**config.mk**
```make
export PLATFORM = sky130hd
export DESIGN_NAME = binary_glyph_scale2x_scale3x_unit
export DESIGN_NICKNAME = d
export VERILOG_FILES = /design/src/hw/rtl/bgs_pkg.sv /design/src/hw/rtl/bgs_lane.sv /design/src/hw/rtl/bgs_merge.sv /design/src/hw/rtl/binary_glyph_scale2x_scale3x_unit.sv
export SDC_FILE = /design/constraint.sdc
export NUM_CORES = 1
export LEC_CHECK = 0
export BUFFER_PORTS_ARGS = -buffer_cell sky130_fd_sc_hd__buf_4
export CAP_MARGIN = 20
export CORE_ASPECT_RATIO = 1.2
export CORE_MARGIN = 10
export CORE_UTILIZATION = 65
export DETAILED_ROUTE_END_ITERATION = 7
export PLACE_DENSITY = 0.92
export SYNTH_ARGS = -nofsm -noshare
export SYNTH_HDL_FRONTEND = slang
export SYNTH_SLANG_ARGS = --single-unit
export TNS_END_PERCENT = 5
```
**constraint.sdc**
```tcl
create_clock -name i_clk -period 9.15 [get_ports i_clk]
set_input_delay 2.2875 -clock i_clk [delete_from_list [all_inputs] [get_ports i_clk]]
set_output_delay 2.2875 -clock i_clk [all_outputs]
set_load 0.01 [all_outputs]
```
**src/hw/rtl/bgs_pkg.sv**
```systemverilog
`default_nettype none

package bgs_pkg;

    localparam int unsigned ROW_W   = 8;   // source row width
    localparam int unsigned OUT_W   = 32;  // magnified row width
    localparam int unsigned SUB_MAX = 4;   // largest sub-row / sub-column count
    localparam int unsigned Q_DEPTH = 4;   // row job queue depth
    localparam int unsigned Q_AW    = $clog2(Q_DEPTH);

    localparam logic [2:0] SCALE_MIN  = 3'd1;
    localparam logic [2:0] SCALE_EPX2 = 3'd2;
    localparam logic [2:0] SCALE_EPX3 = 3'd3;
    localparam logic [2:0] SCALE_MAX  = 3'd4;

    typedef logic [2:0] t_scale;

    // one centre row to magnify, with its neighbors
    typedef struct packed {
        logic [ROW_W-1:0] above;
        logic [ROW_W-1:0] centre;
        logic [ROW_W-1:0] below;
        logic             final_row;
    } t_job;

    // sub-row selection shared by all lanes
    typedef struct packed {
        t_scale     scale;
        logic [1:0] sy;
    } t_sub;

    // zero reads as 1, above 4 saturates to 4
    function automatic t_scale eff_scale(input t_scale s);
        t_scale r;
        r = s;
        if (s < SCALE_MIN) begin
            r = SCALE_MIN;
        end else if (s > SCALE_MAX) begin
            r = SCALE_MAX;
        end
        return r;
    endfunction

endpackage

`default_nettype wire

```
**src/hw/rtl/bgs_lane.sv**
```systemverilog
`default_nettype none

// One source pixel: gives the sx pixels of sub-row sy of its block.
// Neighbor triples are {left, middle, right}.
module bgs_lane (
    input  wire logic [2:0]    i_above,
    input  wire logic [2:0]    i_centre,
    input  wire logic [2:0]    i_below,
    input  wire bgs_pkg::t_sub i_sub,
    output logic      [3:0]    o_px
);
    import bgs_pkg::*;

    logic a_p, b_p, c_p, d_p, e_p, f_p, g_p, h_p, i_p;
    logic db, bf, hd, fh;
    logic [8:0] o;

    assign {a_p, b_p, c_p} = i_above;
    assign {d_p, e_p, f_p} = i_centre;
    assign {g_p, h_p, i_p} = i_below;

    assign db = (d_p == b_p) && (d_p != h_p) && (b_p != f_p);
    assign bf = (b_p == f_p) && (b_p != d_p) && (f_p != h_p);
    assign hd = (h_p == d_p) && (h_p != f_p) && (d_p != b_p);
    assign fh = (f_p == h_p) && (f_p != b_p) && (h_p != d_p);

    always_comb begin
        o = {9{e_p}};
        if (i_sub.scale == SCALE_EPX2) begin
            if (db) o[0] = d_p;
            if (bf) o[1] = f_p;
            if (hd) o[2] = d_p;
            if (fh) o[3] = f_p;
        end else begin
            if (db) o[0] = d_p;
            if ((db && e_p != c_p) || (bf && e_p != a_p)) o[1] = b_p;
            if (bf) o[2] = f_p;
            if ((hd && e_p != a_p) || (db && e_p != g_p)) o[3] = d_p;
            if ((bf && e_p != i_p) || (fh && e_p != c_p)) o[5] = f_p;
            if (hd) o[6] = d_p;
            if ((fh && e_p != g_p) || (hd && e_p != i_p)) o[7] = h_p;
            if (fh) o[8] = f_p;
        end
    end

    always_comb begin
        o_px = {4{e_p}};
        unique case (i_sub.scale)
            SCALE_EPX2: begin
                o_px[1:0] = i_sub.sy[0] ? o[3:2] : o[1:0];
            end
            SCALE_EPX3: begin
                unique case (i_sub.sy)
                    2'd0:    o_px[2:0] = o[2:0];
                    2'd1:    o_px[2:0] = o[5:3];
                    default: o_px[2:0] = o[8:6];
                endcase
            end
            default: begin
                o_px = {4{e_p}};
            end
        endcase
    end

endmodule

`default_nettype wire

```
**src/hw/rtl/bgs_merge.sv**
```systemverilog
`default_nettype none

// Packs the lane pixels into one output row, leftmost pixel in the highest used bit.
module bgs_merge #(
    parameter int unsigned GW = 8
) (
    input  wire logic [GW-1:0][3:0]          i_px,
    input  wire bgs_pkg::t_scale             i_scale,
    output logic      [bgs_pkg::OUT_W-1:0]   o_row
);
    import bgs_pkg::*;

    always_comb begin
        o_row = '0;
        unique case (i_scale)
            SCALE_MIN: begin
                for (int gx = 0; gx < GW; gx++) begin
                    o_row[GW-1-gx] = i_px[gx][0];
                end
            end
            SCALE_EPX2: begin
                for (int gx = 0; gx < GW; gx++) begin
                    for (int sx = 0; sx < 2; sx++) begin
                        o_row[2*GW-1-(gx*2+sx)] = i_px[gx][sx];
                    end
                end
            end
            SCALE_EPX3: begin
                for (int gx = 0; gx < GW; gx++) begin
                    for (int sx = 0; sx < 3; sx++) begin
                        o_row[3*GW-1-(gx*3+sx)] = i_px[gx][sx];
                    end
                end
            end
            default: begin
                for (int gx = 0; gx < GW; gx++) begin
                    for (int sx = 0; sx < 4; sx++) begin
                        o_row[4*GW-1-(gx*4+sx)] = i_px[gx][sx];
                    end
                end
            end
        endcase
    end

endmodule

`default_nettype wire

```
**src/hw/rtl/binary_glyph_scale2x_scale3x_unit.sv**
```systemverilog
`default_nettype none

// Throughput: one output row per cycle while the job queue is not empty and the
//   sink takes each row; the single output register paced by the sub-row counter
//   sets this rate. A source row gives s output rows (s = effective scale 1..4),
//   a last row that flushes a pending row 2*s. The first row of a source row goes
//   from the releasing transfer into the job queue, then into the output register.
// Reset (synchronous, active low): scale 1, window empty, job queue and output empty.
module binary_glyph_scale2x_scale3x_unit #(
    parameter int unsigned GLYPH_WIDTH = 8
) (
    input  wire logic        i_clk,
    input  wire logic        i_rst_n,
    // scale_factor register
    input  wire logic        i_cfg_we,
    input  wire logic [2:0]  i_cfg_wdata,
    // source rows
    input  wire logic        s_axis_tvalid,
    output logic             s_axis_tready,
    input  wire logic [7:0]  s_axis_tdata,   // [7:0] row_bits (bit 7 leftmost)
    input  wire logic        s_axis_tlast,   // last_row
    // magnified rows
    output logic             m_axis_tvalid,
    input  wire logic        m_axis_tready,
    output logic [31:0]      m_axis_tdata,   // [31:0] out_bits
    output logic             m_axis_tlast    // end_of_glyph
);
    import bgs_pkg::*;

    // pixels right of the glyph width read as zero
    localparam logic [ROW_W-1:0] ColMask =
        ROW_W'({ROW_W{1'b1}} << (ROW_W - GLYPH_WIDTH));

    // ---------------------------------------------------------------
    // configuration
    // ---------------------------------------------------------------
    t_scale r_scale;
    t_scale w_scale;

    always_ff @(posedge i_clk) begin
        if (!i_rst_n) begin
            r_scale <= SCALE_MIN;
        end else if (i_cfg_we) begin
            r_scale <= i_cfg_wdata;
        end
    end

    assign w_scale = eff_scale(r_scale);

    // ---------------------------------------------------------------
    // row window: each transfer turns into zero, one or two row jobs
    // ---------------------------------------------------------------
    logic [ROW_W-1:0] r_above, r_centre;
    logic             r_have;
    logic [ROW_W-1:0] w_row;
    logic             w_in_xfer;
    t_job             w_job_mid, w_job_fl, w_push0;
    logic [1:0]       w_npush;

    assign w_row     = s_axis_tdata & ColMask;
    assign w_in_xfer = s_axis_tvalid && s_axis_tready;

    // pending centre row, now that its lower neighbor has arrived
    assign w_job_mid = '{above: r_above, centre: r_centre, below: w_row, final_row: 1'b0};
    // flush of the incoming row itself
    assign w_job_fl  = '{above: r_have ? r_centre : '0, centre: w_row, below: '0,
                         final_row: 1'b1};
    assign w_push0   = r_have ? w_job_mid : w_job_fl;
    assign w_npush   = w_in_xfer ? ({1'b0, r_have} + {1'b0, s_axis_tlast}) : 2'd0;

    always_ff @(posedge i_clk) begin
        if (!i_rst_n) begin
            r_above  <= '0;
            r_centre <= '0;
            r_have   <= 1'b0;
        end else if (w_in_xfer) begin
            if (s_axis_tlast) begin
                r_above  <= '0;
                r_centre <= '0;
                r_have   <= 1'b0;
            end else begin
                r_above  <= r_have ? r_centre : '0;
                r_centre <= w_row;
                r_have   <= 1'b1;
            end
        end
    end

    // ---------------------------------------------------------------
    // job queue; a transfer needs room for two jobs
    // ---------------------------------------------------------------
    t_job             r_q [Q_DEPTH];
    logic [Q_AW-1:0]  r_wp, r_rp;
    logic [Q_AW:0]    r_cnt;
    logic             w_pop;
    t_job             w_job;

    assign s_axis_tready = (r_cnt <= (Q_AW+1)'(Q_DEPTH - 2));
    assign w_job         = r_q[r_rp];

    always_ff @(posedge i_clk) begin
        if (w_npush != 2'd0) begin
            r_q[r_wp] <= w_push0;
        end
        if (w_npush == 2'd2) begin
            r_q[r_wp + 1'b1] <= w_job_fl;
        end
    end

    always_ff @(posedge i_clk) begin
        if (!i_rst_n) begin
            r_wp  <= '0;
            r_rp  <= '0;
            r_cnt <= '0;
        end else begin
            r_wp  <= r_wp + Q_AW'(w_npush);
            r_rp  <= r_rp + Q_AW'(w_pop);
            r_cnt <= r_cnt + (Q_AW+1)'(w_npush) - (Q_AW+1)'(w_pop);
        end
    end

    // ---------------------------------------------------------------
    // sub-row sequencer, lanes and merge
    // ---------------------------------------------------------------
    logic [1:0]                 r_sy;
    logic                       w_last_sub, w_step;
    logic                       r_ov, r_olast;
    logic [OUT_W-1:0]           r_odata;
    logic [OUT_W-1:0]           w_row_out;
    logic [GLYPH_WIDTH-1:0][3:0] w_px;
    logic [ROW_W+1:0]           w_ext_a, w_ext_c, w_ext_b;
    t_sub                       w_sub;

    assign w_last_sub = ({1'b0, r_sy} == (w_scale - 3'd1));
    assign w_step     = (r_cnt != '0) && (!r_ov || m_axis_tready);
    assign w_pop      = w_step && w_last_sub;
    assign w_sub      = '{scale: w_scale, sy: r_sy};

    // zero pad on both sides for edge neighbors
    assign w_ext_a = {1'b0, w_job.above,  1'b0};
    assign w_ext_c = {1'b0, w_job.centre, 1'b0};
    assign w_ext_b = {1'b0, w_job.below,  1'b0};

    for (genvar gx = 0; gx < GLYPH_WIDTH; gx++) begin : g_lane
        bgs_lane u_lane (
            .i_above  (w_ext_a[ROW_W+1-gx -: 3]),
            .i_centre (w_ext_c[ROW_W+1-gx -: 3]),
            .i_below  (w_ext_b[ROW_W+1-gx -: 3]),
            .i_sub    (w_sub),
            .o_px     (w_px[gx])
        );
    end

    bgs_merge #(
        .GW (GLYPH_WIDTH)
    ) u_merge (
        .i_px    (w_px),
        .i_scale (w_scale),
        .o_row   (w_row_out)
    );

    always_ff @(posedge i_clk) begin
        if (!i_rst_n) begin
            r_sy <= '0;
            r_ov <= 1'b0;
        end else begin
            if (w_step) begin
                r_sy <= w_last_sub ? 2'd0 : r_sy + 2'd1;
                r_ov <= 1'b1;
            end else if (m_axis_tready) begin
                r_ov <= 1'b0;
            end
        end
    end

    always_ff @(posedge i_clk) begin
        if (w_step) begin
            r_odata <= w_row_out;
            r_olast <= w_job.final_row && w_last_sub;
        end
    end

    assign m_axis_tvalid = r_ov;
    assign m_axis_tdata  = r_odata;
    assign m_axis_tlast  = r_olast;

    // ---------------------------------------------------------------
    // checks
    // ---------------------------------------------------------------
    a_q_bound: assert property (@(posedge i_clk) disable iff (!i_rst_n)
        r_cnt <= (Q_AW+1)'(Q_DEPTH))
        else $error("job queue count out of range");

    a_sy_bound: assert property (@(posedge i_clk) disable iff (!i_rst_n)
        {1'b0, r_sy} < w_scale)
        else $error("sub-row counter beyond scale");

    a_window_empty: assert property (@(posedge i_clk) disable iff (!i_rst_n)
        !r_have |-> (r_above == '0 && r_centre == '0))
        else $error("window holds rows with no pending centre");

    a_pop_nonempty: assert property (@(posedge i_clk) disable iff (!i_rst_n)
        w_pop |-> (r_cnt != '0) && (r_cnt + (Q_AW+1)'(w_npush) >= 1))
        else $error("job popped from empty queue");

endmodule

`default_nettype wire

```
==> flow_metrics.tcl <==
set metrics [dict create \
    overflow 0 \
    fin_ws_ns 4.319 \
    final_net_count 1164 \
    synth-main-ff-cell "edfxtp_1" \
    cap_violations 0 \
    cts.sinks 163 \
    ant_nets 0 \
    cp.arrival_ns 5.20 \
    violations "design-rule violations" \
    post_cts_resized 0 \
    yosysWarnings 0 \
    cts_hold_buf 0 \
    place_ws_ns 3.980 \
    clk_latency_ns 0.44 \
    synth_xor_xnor_area_share 0.01456 \
    fin_crit_ns 4.831 \
    period_share 0.5280 \
    p_sw_uw 1574 \
    via_count 9907 \
    first_pass_iters 8 \
    synth_edf_count 97 \
    areaGrowthSynthToFinish_pct 8.286 \
    worstReg2RegEnd "m_axis_tdata[5]" \
    muxShareOfSynthArea 0.07373 \
    grt_pass1_wl_um 48440 \
    syn_inst 1163 \
    rsz0062_at_grt "no" \
    antenna_cells 0 \
    grt_pass1_vias 9195 \
    cts_setup_buffers 0 \
    drc 1 \
    critPathKind "in -> reg" \
    r2r_setup_slack_ns 4.48 \
    switching_share 0.4225 \
    hold_end "r_q[2][0]" \
    grt_max_degree 47 \
    dieHeight_um 161.4 \
    rows 51 \
    synth_adder_area_share 0.01918 \
    min_from "r_q[2][0]" \
    synth_nets 1196 \
    initial_core_util 0.6654 \
    cts_buffer_depth 2 \
    synth_top_family_by_area "compound AO/OA/AOI/OAI gates" \
    ys_ff_latch 163 \
    post_drt_wl_per_cell_um 22.15 \
    drt-initial-drc-count 1617 \
    min_delay_path_depth 2 \
    cts_tree "built" \
    synth.yosys.seq_area_share 0.3911 \
    hp-class "reg -> reg" \
    post_route_cells_drive_above_1_share 0.1355 \
    htree_num_levels 4 \
    synth_simple_gate_area_share 0.1675 \
    die-area_mm2 0.02224 \
    p_seq_frac 0.284 \
    start_kind "input pin" \
    slew_viol_final 0 \
    place_congestion 0.9742 \
    end_kind "flip-flop" \
    relSlewSlack 0.2801 \
    antenna_found_initial 0 \
    hold_violations 0 \
    cp.required_ns 9.52 \
    io_buffers 51 \
    io_pins 52 \
    vdd_drop_max_uv 204.9 \
    async_flop_share 0 \
    detailedPlacementHpwl_um 19920 \
    avgViaCountPerCell 7.306 \
    clockPowerShare 0.212 \
    clk_pin_slew_ns 0.07 \
    finalSetupViolations 0 \
    core_region_area_mm2 0.01627 \
    synth_compound_area_frac 0.2766 \
    cts_root_buf "clkbuf_16" \
    fmax_mhz 207.0 \
    tightest_slew_ns 1.072 \
    synth_cell_types 86 \
    grtUsageTotal 0.2701 \
    setup_tns_ns 0 \
    r2r_cells 11 \
    drt-total-wl_um 30040 \
    die_w_um 137.8 \
    syn_area_mm2 0.01083 \
    critPathLaunch "s_axis_tlast" \
    fin_skew_ns 0.009767 \
    syn_avg_cell_area_um2 9.309 \
    p_int_uw 2151 \
    timing.critical_path.fanout_max 18 \
    reg2reg_from "r_scale[2]" \
    outcome "finished with violations" \
    leakage_uw 0.004113 \
    p_per_area_mw_per_mm2 317.7 \
    numCtsBuffers 17 \
    combPwrFrac 0.504 \
]
[power groups by stage]
| stage | logic [uW] | registers, uW | clock network [uW] |
|---|---|---|---|
| after floorplan | 1350 | 1080 | 0 |
| after global placement | 1760 | 1060 | 0 |
| after detailed placement | 1800 | 1070 | 0 |
| after CTS | 1820 | 1060 | 787 |
| after global routing | 2020 | 1070 | 819 |
| final | 1880 | 1060 | 790 |
[area by class of cell]
type                       instances  area (um2)
multi-input combinational        854        5979
fill                            1175        4548
sequential                       163        4235
timing repair buffer              64       480.5
clock buffer                      17       425.4
tap                              212       265.3
clock inverter                    15       221.5
inverter                          31       116.4
[how the worst max path moves through the flow]
| stage | to | slack [ns] | cells past startpoint |
|---|---|---|---|
| 2_1_floorplan | r_q[0][10] | 4.63 | 6 |
| 5_1_grt | r_q[0][0] | 4.05 | 8 |
| 4_1_cts | r_q[0][22] | 4.36 | 6 |
| 6_report | r_q[0][0] | 4.32 | 8 |
| 3_5_place_dp | r_q[0][18] | 3.98 | 6 |
| 3_3_place_gp | r_q[0][22] | 4.09 | 6 |
[stage by stage]
stage	instances	power, uW	cell area [um2]	hold slack, ns	util
global route	1356	3913	11720	0.4961	0.7205
finish	1356	3725	11720	0.4605	0.7205
floorplan	1163	2429	10830	0.4198	-
detailed placement	1324	2874	11080	0.4401	0.6807
CTS	1356	3666	11720	0.4510	0.7205
global placement	1324	2819	11080	0.4282	0.6807
[flip-flops by register name, indices dropped and copies added (netlist names)]
name	flops
m_axis_tdata	32
r_wp	2
r_sy	2
r_have	1
r_above	8
r_scale	3
m_axis_tvalid	1
r_rp	2
r_cnt	3
r_q	100
m_axis_tlast	1
r_centre	8
[routing by layer]
| layer | global-route usage | part of all wire |
|---|---|---|
| met1 | 0.3433 | 0.37 |
| met2 | 0.4302 | 0.47 |
| met3 | 0.04966 | 0.11 |
| met4 | 0.1344 | 0.051 |
| met5 | 0 | 0 |
[layout by cell type (no fill, tap or decap), types with 6 or more instances in the layout]
cell type / instances
nand2_1: 104
edfxtp_1: 97
a21oi_1: 85
nor2_1: 72
o21ai_0: 71
dfxtp_1: 65
buf_4: 64
nor2b_1: 37
a22o_1: 35
inv_1: 29
a32o_1: 28
a22oi_1: 25
nand3_1: 24
o22ai_1: 24
mux4_2: 23
nor3_1: 21
mux2i_1: 19
a31oi_1: 19
clkbuf_16: 17
nand2b_1: 16
ha_1: 15
o211ai_1: 14
a21o_1: 13
o221ai_1: 12
xor2_1: 11
o31ai_1: 10
nor3b_1: 9
and2_1: 9
mux2_2: 8
a211oi_1: 8
a221oi_1: 7
xnor2_1: 7
a2bb2oi_1: 6
o211a_1: 6
nor4bb_1: 6
o21a_1: 6
o21ai_1: 6
nand4bb_1: 6
[cell families after synthesis]
logic type,Yosys count
compound gates,424
xor+xnor,18
fa+ha+maj,16
buf+inv,146
flops,163
mux,50
simple gates,346
[critical path: stages]
cell	delay (ns)
buf_4	0.18
ha_1	0.43
o21ai_1	0.21
nor3_1	0.83
nor2_1	0.35
inv_1	0.61
nor2_1	0.15
nor2_1	0.15
[synth_stat cells (all sizes together), types with 10 or more instances]
master    n  area (um2)
a31oi    19       118.9
o31ai    10       75.07
a32o     28       280.3
mux4     23       518.0
buf      29       182.7
xor2     11       96.34
a22oi    25       187.7
ha       15       187.7
o22ai    24       150.1
nand2   104       390.4
o221ai   12       105.1
clkbuf   86       322.8
a21o     13       97.59
dfxtp    66        1321
a211oi   10       85.08
a21oi    85       425.4
nor2     72       270.3
edfxtp   97        2913
mux2i    19       190.2
o21ai    78       394.1
a22o     35       306.5
and2     10       62.56
inv      29       108.9
o211ai   14       105.1
nand2b   16       100.1
nor2b    39       251.5
nand3    24       120.1
nor3     22       115.1
No activity file was read; power rests on OpenSTA's default activity.
